File: src/hdl/plen_pkg.sv
// Shared types and codes for the positional list engine.
// Beat payload structs, command and status codes, cell control struct.
// No dependencies.
package plen_pkg;

  localparam int unsigned CMD_W   = 2;
  localparam int unsigned POS_W   = 7;
  localparam int unsigned DATA_W  = 32;
  localparam int unsigned STAT_W  = 2;
  localparam int unsigned LEN_W   = 7;

  localparam logic [CMD_W-1:0] CMD_INSERT = 2'd0;
  localparam logic [CMD_W-1:0] CMD_GET    = 2'd1;
  localparam logic [CMD_W-1:0] CMD_ERASE  = 2'd2;

  localparam logic [STAT_W-1:0] ST_OK    = 2'd0;
  localparam logic [STAT_W-1:0] ST_RANGE = 2'd1;
  localparam logic [STAT_W-1:0] ST_FULL  = 2'd2;

  typedef struct packed {
    logic [CMD_W-1:0]         cmd;
    logic [POS_W-1:0]         position;
    logic signed [DATA_W-1:0] value_in;
  } in_t;

  typedef struct packed {
    logic [STAT_W-1:0]        status;
    logic signed [DATA_W-1:0] value_out;
    logic [LEN_W-1:0]         list_length;
  } out_t;

  // broadcast to every cell of the chain
  typedef struct packed {
    logic              ins;
    logic              era;
    logic              rd;
    logic [DATA_W-1:0] value;
  } cell_ctrl_t;

endpackage

File: src/hdl/plen_cell.sv
// One storage cell of the list chain: holds one entry and takes its
// neighbor's entry on insert or erase. Depends on plen_pkg.
module plen_cell
  import plen_pkg::*;
(
  input  logic              clk,
  input  cell_ctrl_t        ctrl,
  input  logic              hit,       // this cell is the target position
  input  logic              above,     // this cell lies past the target
  input  logic [DATA_W-1:0] left_val,
  input  logic [DATA_W-1:0] right_val,
  output logic [DATA_W-1:0] val,
  output logic [DATA_W-1:0] rd_val
);

  logic [DATA_W-1:0] val_r;
  logic [DATA_W-1:0] val_nxt;

  always_comb begin
    val_nxt = val_r;
    if (ctrl.ins && above) begin
      val_nxt = left_val;
    end else if (ctrl.ins && hit) begin
      val_nxt = ctrl.value;
    end else if (ctrl.era && (hit || above)) begin
      val_nxt = right_val;
    end
  end

  always_ff @(posedge clk) begin
    val_r <= val_nxt;
  end

  assign val    = val_r;
  assign rd_val = (ctrl.rd && hit) ? val_r : '0;

endmodule

File: config.mk
export PLATFORM = sky130hd
export DESIGN_NAME = plen_cell
export DESIGN_NICKNAME = d
export VERILOG_FILES = /design/src/hdl/plen_pkg.sv /design/src/hdl/plen_cell.sv
export SDC_FILE = /design/constraint.sdc
export NUM_CORES = 1
export LEC_CHECK = 0
export ABC_CLOCK_PERIOD_IN_PS = 2000
export BUFFER_PORTS_ARGS = -buffer_cell sky130_fd_sc_hd__buf_2
export CORE_ASPECT_RATIO = 1.25
export CORE_MARGIN = 2
export CORE_UTILIZATION = 35
export DETAILED_ROUTE_END_ITERATION = 8
export GPL_TIMING_DRIVEN = 0
export PLACE_DENSITY = 0.74
export SYNTH_ARGS = -nofsm -noshare
export SYNTH_HDL_FRONTEND = slang
export SYNTH_SLANG_ARGS = --single-unit
File: constraint.sdc
create_clock -name clk -period 2 [get_ports clk]
set_input_delay 0.4 -clock clk [delete_from_list [all_inputs] [get_ports clk]]
set_output_delay 0.4 -clock clk [all_outputs]
set_load 0.05 [all_outputs]
* Word-level counts from Yosys, hierarchy flattened *
Index checks and enable logic that the tools add are counted.

storage, ports and cells
  flip-flop bits (word level) = 32
  word-level logic and storage cells = 11
  input bits = 102
  output and inout bits = 64

operators by class
  multiplexer cells = 4
  reductions and logical operators = 6

operators with widths
  operator            number
  two-way mux 32 bit  4
  logical AND 1 bit   4
  nonzero test 3 bit  1
  logical OR 1 bit    1

* Longest topological paths before layout *
Gate-level depths: netlist of the first run.

  depth after elaboration = 5
  gate-level depth with buffers = 5
  depth with buffers taken out = 3

* Least setup slack after synthesis of the first run *
OpenSTA, ideal clock, no wires.

  kind = input-to-reg
  from = input port ctrl[34] in the netlist's numbering
  to = register val_r[0], in the netlist val[0] (enable)
  library setup time = 0.391 ns
  data arrival time = 1.554 ns
  data required time = 1.609 ns
  path buffers = 2
  setup slack = 0.055 ns
  cell stages on the path = 3
  path through = buf_2 -> buf_2 -> o22a_1

between the ends
  longest elaborated chain between the ends = 2
  elaborated cells between the ends (all ways) = 3
  those cells by class = reduce/logical: 3

RTL lines
  element                               RTL line                          source
  start: declaration                    plen_cell.sv:7                    input cell_ctrl_t ctrl,
  logical AND 1 bit (on tied branches)  plen_cell.sv:21, plen_cell.sv:23
  nonzero test 3 bit (no line) *        --
  end signal: assignment                plen_cell.sv:31                   val_r <= val_nxt;
  end: declaration                      plen_cell.sv:16                   logic [DATA_W-1:0] val_r;

Mark *: on every way between the ends. The rest lies on a longest branch, timed or not.
A chain may end at the register's enable or synchronous reset.

* Worst setup path after layout of the first run *
  from = input port hit
  to = output port rd_val[15]

between the ends
  longest elaborated chain between the ends = 2

RTL lines
  element             RTL line         source
  start: declaration  plen_cell.sv:8   input logic hit,
  logical AND 1 bit   plen_cell.sv:35  assign rd_val = (ctrl.rd && hit) ? val_r : '0;
  two-way mux 32 bit  plen_cell.sv:35
  end: declaration    plen_cell.sv:13  output logic [DATA_W-1:0] rd_val

Every way passes these cells.

==> results.md, run 1 <==
* ANT nets after route at 0
* Most frequent cells in the layout: buf_2, nor3_1, o22ai_1, and3_1, edfxtp_1
* Hold Path Class: input pin to flop
* Hpwl dp at 5535 um
* Share of cells above drive strength 1 at 49.11%
* Via Count at 2516
* Status: completed
* Worst hold slack at 506.3 ps
* Yosys cell types at 10
* Fin. Hold Viols at 0
* CTS buffer count at 5
* Tot Pwr at 2.283 mW
* CP delay by family, top: buffers and inverters
* Max Buffers Root-to-Sink at 2
* CP Max Fanout at 10
* IO Count at 166
* Final Setup Violations at 0
* Most frequent CP cell: buf_2
* Largest net degree at the start of global routing at 33
* Synthesized area at 1997 um^2
* GR Overflow Total at 0
* CTS sink count at 32
* Startpoint Class: input pin
* CTS tree: yes
* WP data required at 1600 ps
* RePlAce Congestion at 0.8199
* Syn Inst Count at 222
* Placed Cells at 450
* Overall routing resource usage at 22.13%
* Peak supply drop at 0.0003639 V
* First-pass GRT wire length at 10850 um
* Worst slew margin at 47.64%
* DRT Wirelength at 7335 um
* Die X at 71.56 um
* Worst path max stage delay at 310 ps
* Drt first pass iters at 5
* Area leader, netlist: edfxtp_1
* Sequential element share of the synthesized area at 48.12%
* Clock transition at the registers of the reported paths at 70 ps
* Synth warnings at 0
* Vias per cell at 5.505
* Fin cells at 457
* DR WL met2 at 3798 um
* Diodes inserted at 0
* FMAX at 536.1 MHz
* Wire length per cell at 16.05 um
* Die Ht at 88.45 um
* Largest cells by area after synthesis: edfxtp_1, nor3_1, and3_1
* Crit path buffers/inverters at 4
* Initial Util at 36.44%
* Synth Area per Inst at 8.995 um^2
* Vias in the first global route at 2313
* Unrepaired setup endpoints after global routing: no
* Crit share post-route at 93.26%
* Commonest non-fill, non-tap cell in the layout: buf_2
* CTS root buf: clkbuf_8
* Max reg flops at 32
* CP max-delay cell: clkbuf_1
* Die area at 6329 um^2
* Post-Route M1 WL at 2829 um
* Yosys reg bits at 32
* Fin. max-slew vios at 0
* Syn_nets at 324
* Slew at the pin closest to its max-slew limit at 785.4 ps
* Core Region at 5480 um^2
* Initial antenna violation count at 0
* H-tree depth at 2
* Iter 0 DRT Violations at 171
* Worst Setup End Kind: output pin
* Critical Path AT at 1470 ps
* # nets final at 495
* Leakage power at 1.463 nW
* Core Rows at 30
* Top Metal Used: met4
* Power density over the cells at 767.1 nW/um^2
* Synthesis-to-layout area growth at 49.06%
* Final min period at 1865 ps
* CP Cell Sequence: buf_2 > buf_4 > clkbuf_1 > and3_1 > buf_2
* DR WL met3 at 566 um
* Number of max-cap violations at 0
* DRC violations left at 0
* Yosys top cell area share at 48.12%
* Number of port buffers at 164
* Worst Path Class, Setup: input pin to output pin
==> cell families after synthesis <==
group	after synthesis	synth area share (%)
simple gates	130	34.71
compound gates	33	10.46
flops	32	48.12
buf+inv	27	6.704
==> tightest hold or removal path, delay by kind of cell <==
| kind | cells | cell delay, ps |
|---|---|---|
| AND/OR/NAND/NOR | 1 | 120 |
| buffers and inverters | 1 | 70 |
| AO/OA/AOI/OAI | 1 | 60 |
==> cells in the mapped netlist <==
master	instances
and3_1	32
buf_1	1
buf_2	17
buf_4	3
clkbuf_1	6
edfxtp_1	32
nand2_2	2
nor3_1	96
o22a_1	1
o22ai_1	32
==> layer usage <==
layer | track usage, % | vias up
met2 | 40.99 | 140
met5 | 0 | -
li1 | - | 1211
met4 | 7.547 | 0
met1 | 25.86 | 1152
met3 | 3.531 | 13
==> where the power goes <==
part	internal (mW)	total, mW	switching [mW]
clock network	0.229	0.457	0.227
registers	0.851	0.890	0.0384
logic	0.247	0.937	0.691
total	1.33	2.28	0.956
==> layout make-up <==
cell class,instances,area [um^2]
Sequential cell,32,960.9
Multi-Input combinational cell,163,903.4
Timing Repair Buffer,164,820.8
Tap cell,64,80.08
Fill cell,528,2504
Clock inverter,2,7.507
Clock buffer,5,68.82
Buffer,27,135.1
==> path summary, 6_finish.rpt <==
check | from | cells past startpoint | endpoint
worst max-delay path | hit | 5 | rd_val[15]
worst min-delay path | left_val[5] | 3 | val[5]
==> repair_timing <==
action,CTS,global route
endpoints found under the setup margin,32,2
resized for setup,1,2
setup buffers,0,0
hold buffers,0,0
endpoints found under the hold margin,0,0
==> stage by stage <==
stage / util (%) / setup WS [ps] / setup TNS [ps] / cell area (um^2)
after floorplan: - / 54.59 / 0 / 1997
after global placement: 52.88 / -507.8 / -16200 / 2898
after detailed placement: 52.88 / -524.1 / -16700 / 2898
after global routing: 54.32 / 49.88 / 0 / 2977
after CTS: 54.29 / 58.86 / 0 / 2975
final: 54.32 / 134.7 / 0 / 2977
(Power assumes the default switching activity.)
==> run 2, diff against run 1 <==
--- a/config.mk
+++ b/config.mk
@@ -7,12 +7,15 @@
 export LEC_CHECK = 0
 export ABC_CLOCK_PERIOD_IN_PS = 2000
 export BUFFER_PORTS_ARGS = -buffer_cell sky130_fd_sc_hd__buf_2
+export CELL_PAD_IN_SITES_DETAIL_PLACEMENT = 1
+export CELL_PAD_IN_SITES_GLOBAL_PLACEMENT = 1
 export CORE_ASPECT_RATIO = 1.25
 export CORE_MARGIN = 2
-export CORE_UTILIZATION = 35
+export CORE_UTILIZATION = 23
 export DETAILED_ROUTE_END_ITERATION = 8
 export GPL_TIMING_DRIVEN = 0
-export PLACE_DENSITY = 0.74
+export PLACE_DENSITY = 0.72
+export SLEW_MARGIN = 20
 export SYNTH_ARGS = -nofsm -noshare
 export SYNTH_HDL_FRONTEND = slang
 export SYNTH_SLANG_ARGS = --single-unit
==> results.md, run 2 (synthesis results as in run 1) <==
* Status: completed
* Critical Path AT at 1460 ps (about the same)
* Diodes inserted at 0 (unchanged)
* DRT Wirelength at 8827 um (+20%)
* Die Ht at 108.2 um (+22%)
* Hpwl dp at 6918 um (+25%)
* CTS buffer count at 5 (unchanged)
* Min-delay src: left_val[0]
* Startpoint Class: input pin
* Worst slew margin at 66.57% (+19 points)
* Setup TNS at 0 ps (unchanged)
* GR Overflow Total at 0 (unchanged)
* Largest net degree at the start of global routing at 18 (-45%)
* Peak supply drop at 0.0002482 V (-32%)
* First-pass GRT wire length at 13470 um (+24%)
* CP max-delay cell: clkbuf_2
* Number of port buffers at 164 (unchanged)
* Initial Util at 23.33% (-13 points)
* CTS root buf: clkbuf_8
* Max Buffers Root-to-Sink at 2 (unchanged)
* WP data required at 1600 ps (about the same)
* CP Cell Sequence: buf_2 > buf_4 > clkbuf_2 > and3_1 > buf_2
* IO Count at 166 (unchanged)
* Worst hold slack at 516.4 ps (+10.17 ps)
* CTS tree: yes
* CTS sink count at 32 (unchanged)
* Worst Setup End Kind: output pin
* Worst path max stage delay at 270 ps (-40 ps)
* # nets final at 495 (unchanged)
* Final Setup Violations at 0 (unchanged)
* Worst Path Class, Setup: input pin to output pin
* ANT nets after route at 0 (unchanged)
* Iter 0 DRT Violations at 70 (-59%)
* FMAX at 538.0 MHz (+0.35%)
* Die X at 87.34 um (+22%)
* Crit share post-route at 92.93% (-0.33 points)
* Worst Hold End: val[0]
* WHS Path Cells at 3 (unchanged)
* Die area at 9448 um^2 (+49%)
* DRC violations left at 0 (unchanged)
* RePlAce Congestion at 0.8861 (+8.1%)
* Most frequent cells in the layout: buf_2, nor3_1, o22ai_1, and3_1, edfxtp_1
* Synthesis-to-layout area growth at 52.57%
* Wire length per cell at 17.90 um (+12%)
* Cts hold-fix bufs at 0 (unchanged)
* Initial antenna violation count at 0 (unchanged)
* Core Rows at 38 (+27%)
* Clock transition at the registers of the reported paths at 70 ps (about the same)
* Drt first pass iters at 4 (-1)
* Most frequent CP cell: buf_2
* Overall routing resource usage at 18.43% (-3.7 points)
* Commonest non-fill, non-tap cell in the layout: buf_2
* Fin. Hold Viols at 0 (unchanged)
* Core Region at 8558 um^2 (+56%)
* Via Count at 2501 (-0.60%)
* Hold Path Class: input pin to flop
* Vias in the first global route at 2708 (+17%)
* Unrepaired setup endpoints after global routing: no
* Slew at the pin closest to its max-slew limit at 501.5 ps (-283.9 ps)
* Leakage power at 1.477 nW (+0.93%)
* Vias per cell at 5.073 (-7.9%)
* H-tree depth at 2 (unchanged)
* Power density over the cells at 764.6 nW/um^2 (-0.33%)
* Share of cells above drive strength 1 at 49.62% (+0.51 points)
* Fin. max-slew vios at 0 (unchanged)
* CP Max Fanout at 19 (+9)
* Max reg flops at 32 (unchanged)
* Final min period at 1859 ps (-6.599 ps)
* Number of max-cap violations at 0 (unchanged)
-- run 2: area by class of cell --
class | count | area [um^2]
clock buffers | 6 | 72.57
fillers | 1094 | 5512
plain buffers | 26 | 131.4
well taps | 100 | 125.1
clock inverters | 1 | 5.005
repair buffers | 165 | 848.3
multi-input cells | 163 | 903.4
flip-flops and latches | 32 | 960.9
-- run 2: power by group --
group	internal, mW	switching, mW
clock network	0.237	0.241
logic	0.254	0.705
registers	0.851	0.0425
-- run 2: critical path, delay by kind of cell --
family	cells	cell delay, ps
and+or+nand+nor	1	200
buffers and inverters	4	850
-- run 2: stage by stage --
stage	setup WS (ps)	power (mW)	std cells	util (%)	cell area [um^2]
after floorplan	54.59	1.555	222	-	1997
after detailed placement	45.44	1.872	487	34.72	2972
final	141.3	2.330	493	35.60	3047
after global routing	54.78	2.451	493	35.60	3047
after CTS	43.22	2.360	494	35.63	3049
after global placement	-557.0	1.848	486	34.39	2943
-- run 2: worst max path at each step --
stage,start,endpoint,slack [ps],cells past startpoint
after global placement,above,val[10],-560,4
after global routing,hit,rd_val[11],50,5
after CTS,hit,rd_val[11],40,5
after detailed placement,hit,rd_val[11],50,5
after floorplan,ctrl[34],val[0],50,3
final,hit,rd_val[11],140,5
-- run 2: layer usage --
metal / global-route usage, % / up-vias / wire, um / part of all wire [%]
li1: - / 1211 / - / -
met1: 20.62 / 1185 / 3506 / 40
met2: 33.87 / 93 / 4696 / 53
met3: 3.206 / 12 / 416 / 4.7
met4: 7.473 / 0 / 208 / 2.4
met5: 0 / - / 0 / 0
-- run 2: repair_timing --
action,CTS,global route
setup endpoints to repair,0,14
resized for setup,0,2
setup buffers,0,0
==> run 3, diff against run 2 <==
--- a/config.mk
+++ b/config.mk
@@ -5,16 +5,16 @@
 export SDC_FILE = /design/constraint.sdc
 export NUM_CORES = 1
 export LEC_CHECK = 0
-export ABC_CLOCK_PERIOD_IN_PS = 2000
+export ABC_CLOCK_PERIOD_IN_PS = 1900
 export BUFFER_PORTS_ARGS = -buffer_cell sky130_fd_sc_hd__buf_2
 export CELL_PAD_IN_SITES_DETAIL_PLACEMENT = 1
 export CELL_PAD_IN_SITES_GLOBAL_PLACEMENT = 1
 export CORE_ASPECT_RATIO = 1.25
 export CORE_MARGIN = 2
-export CORE_UTILIZATION = 23
+export CORE_UTILIZATION = 26
 export DETAILED_ROUTE_END_ITERATION = 8
 export GPL_TIMING_DRIVEN = 0
-export PLACE_DENSITY = 0.72
+export PLACE_DENSITY = 0.77
 export SLEW_MARGIN = 20
 export SYNTH_ARGS = -nofsm -noshare
 export SYNTH_HDL_FRONTEND = slang
==> constraint.sdc (replaced) <==
create_clock -name clk -period 1.9 [get_ports clk]
set_input_delay 0.38 -clock clk [delete_from_list [all_inputs] [get_ports clk]]
set_output_delay 0.38 -clock clk [all_outputs]
set_load 0.05 [all_outputs]
==> results.md, run 3 (synthesis results as in run 1) <==
* Overall routing resource usage at 20.02% (+1.6 points)
* RePlAce Congestion at 0.7830 (-12%)
* Synthesis-to-layout area growth at 50.25%
* Multi-input gate area at 903.4 um^2 (unchanged)
* Die Ht at 102.0 um (-5.7%)
* Most frequent cells in the layout: buf_2, nor3_1, o22ai_1, and3_1, edfxtp_1
* FF+latch area at 960.9 um^2 (unchanged)
* Worst Path Class, Setup: input pin to output pin
* WP data required at 1520 ps (-80 ps)
* Fin. max-slew vios at 0 (unchanged)
* Vias in the first global route at 2558 (-5.5%)
* Wire length per cell at 17.49 um (-2.3%)
* Final Setup Violations at 0 (unchanged)
* # nets final at 494 (-0.20%)
* Core Rows at 35 (-7.9%)
* Peak supply drop at 0.0002707 V (+9.0%)
* Hold Path Class: input pin to flop
* Die area at 8402 um^2 (-11%)
* Leakage power at 1.459 nW (-1.2%)
* Status: completed
* FMAX at 556.2 MHz
* DRC violations left at 0 (unchanged)
* Core Region at 7401 um^2 (-14%)
* CP Max Fanout at 19 (unchanged)
* CTS buffer count at 5 (unchanged)
* Cts hold-fix bufs at 0 (unchanged)
* Initial antenna violation count at 0 (unchanged)
* Initial Util at 26.98% (+3.6 points)
* Vias per cell at 5.170 (+1.9%)
* Share of cells above drive strength 1 at 49.49% (-0.13 points)
* Final min period at 1798 ps
* Unrepaired setup endpoints after global routing: no
* Diodes inserted at 0 (unchanged)
* Fillers at 966 (-12%)
* Tot Pwr at 2.408 mW (+3.3%)
* Max reg flops at 32 (unchanged)
* DRT Wirelength at 8431 um (-4.5%)
* First-pass GRT wire length at 12690 um (-5.8%)
* ANT nets after route at 0 (unchanged)
* Finished Cell Area at 3000 um^2 (-1.5%)
* Drt first pass iters at 4 (unchanged)
* Via Count at 2492 (-0.36%)
* Power density over the cells at 802.4 nW/um^2 (+4.9%)
* Startpoint Class: input pin
* Worst hold slack at 480.0 ps (-36.41 ps)
* IO Count at 166 (unchanged)
* Iter 0 DRT Violations at 85 (+21%)
* Area after DPL at 2934 um^2 (-1.3%)
* Clock transition at the registers of the reported paths at 60 ps (about the same)
* Max Buffers Root-to-Sink at 2 (unchanged)
* Crit share post-route at 94.62%
* Number of max-cap violations at 0 (unchanged)
* GR Overflow Total at 0 (unchanged)
* CTS root buf: clkbuf_8
* Critical Path AT at 1420 ps (-40 ps)
* Fin. Hold Viols at 0 (unchanged)
* CTS sink count at 32 (unchanged)
* Die X at 82.39 um (-5.7%)
* Commonest non-fill, non-tap cell in the layout: buf_2
* Hpwl dp at 6544 um (-5.4%)
* CTS tree: yes
* Largest net degree at the start of global routing at 33 (+15)
* Worst Setup End Kind: output pin
* Worst slew margin at 46.15% (-20 points)
* Number of port buffers at 164 (unchanged)
* Slew at the pin closest to its max-slew limit at 807.7 ps (+306.2 ps)
* H-tree depth at 2 (unchanged)
run 3: cell count changes in the layout (fill, tap and decap cells not counted):
cell / previous run / this run
clkbuf_1: 5 / 4
buf_16: 1 / 0
clkinv_2: 1 / 0
run 3: critical path, cell delays in order:
cell	delay (ps)
buf_2	100
buf_4	220
clkbuf_2	260
and3_1	180
buf_2	260
run 3: what timing repair did:
action	4_1_cts	5_1_grt
gates cloned	0	0
hold endpoints to repair	0	0
endpoints found under the setup margin	7	10
buffers inserted	0	0
resized for setup	1	0
run 3: per-stage QoR:
stage	setup TNS (ps)	cells	worst slack (ps)	utilization, %
floorplan	0	222	301.3	-
global placement	-3915	478	-124.2	39.65
detailed placement	-4044	478	-127.1	39.65
CTS	0	483	22.12	40.59
global route	0	482	4.141	40.54
finish	0	482	102.2	40.54
run 3: metal layers:
metal / vias to the layer above / share of wire, % / GRT usage [%] / wire length [um]
met5: - / 0 / 0 / 0
met2: 113 / 53 / 37.53 / 4497
met4: 0 / 1.5 / 5.897 / 128
li1: 1211 / - / - / -
met3: 9 / 6.9 / 3.180 / 584
met1: 1159 / 38 / 22.82 / 3221
run 3: report_power, final:
group / internal (mW) / total [mW] / switching (mW)
Combinational: 0.259 / 0.993 / 0.734
Sequential: 0.897 / 0.941 / 0.0443
Clock: 0.236 / 0.473 / 0.237
run 3: layout make-up:
| cell class | count | area share [%] |
|---|---|---|
| Sequential cell | 32 | 32.03 |
| Multi-Input combinational cell | 163 | 30.11 |
| Timing Repair Buffer | 164 | 27.36 |
| Buffer | 26 | 4.379 |
| Tap cell | 92 | 3.837 |
| Clock buffer | 5 | 2.294 |
run 3: final timing paths:
| kind | depth (start not counted) | start | slack (ps) | to |
|---|---|---|---|---|
| min | 3 | left_val[23] | 480 | val[23] |
| max | 5 | hit | 100 | rd_val[7] |
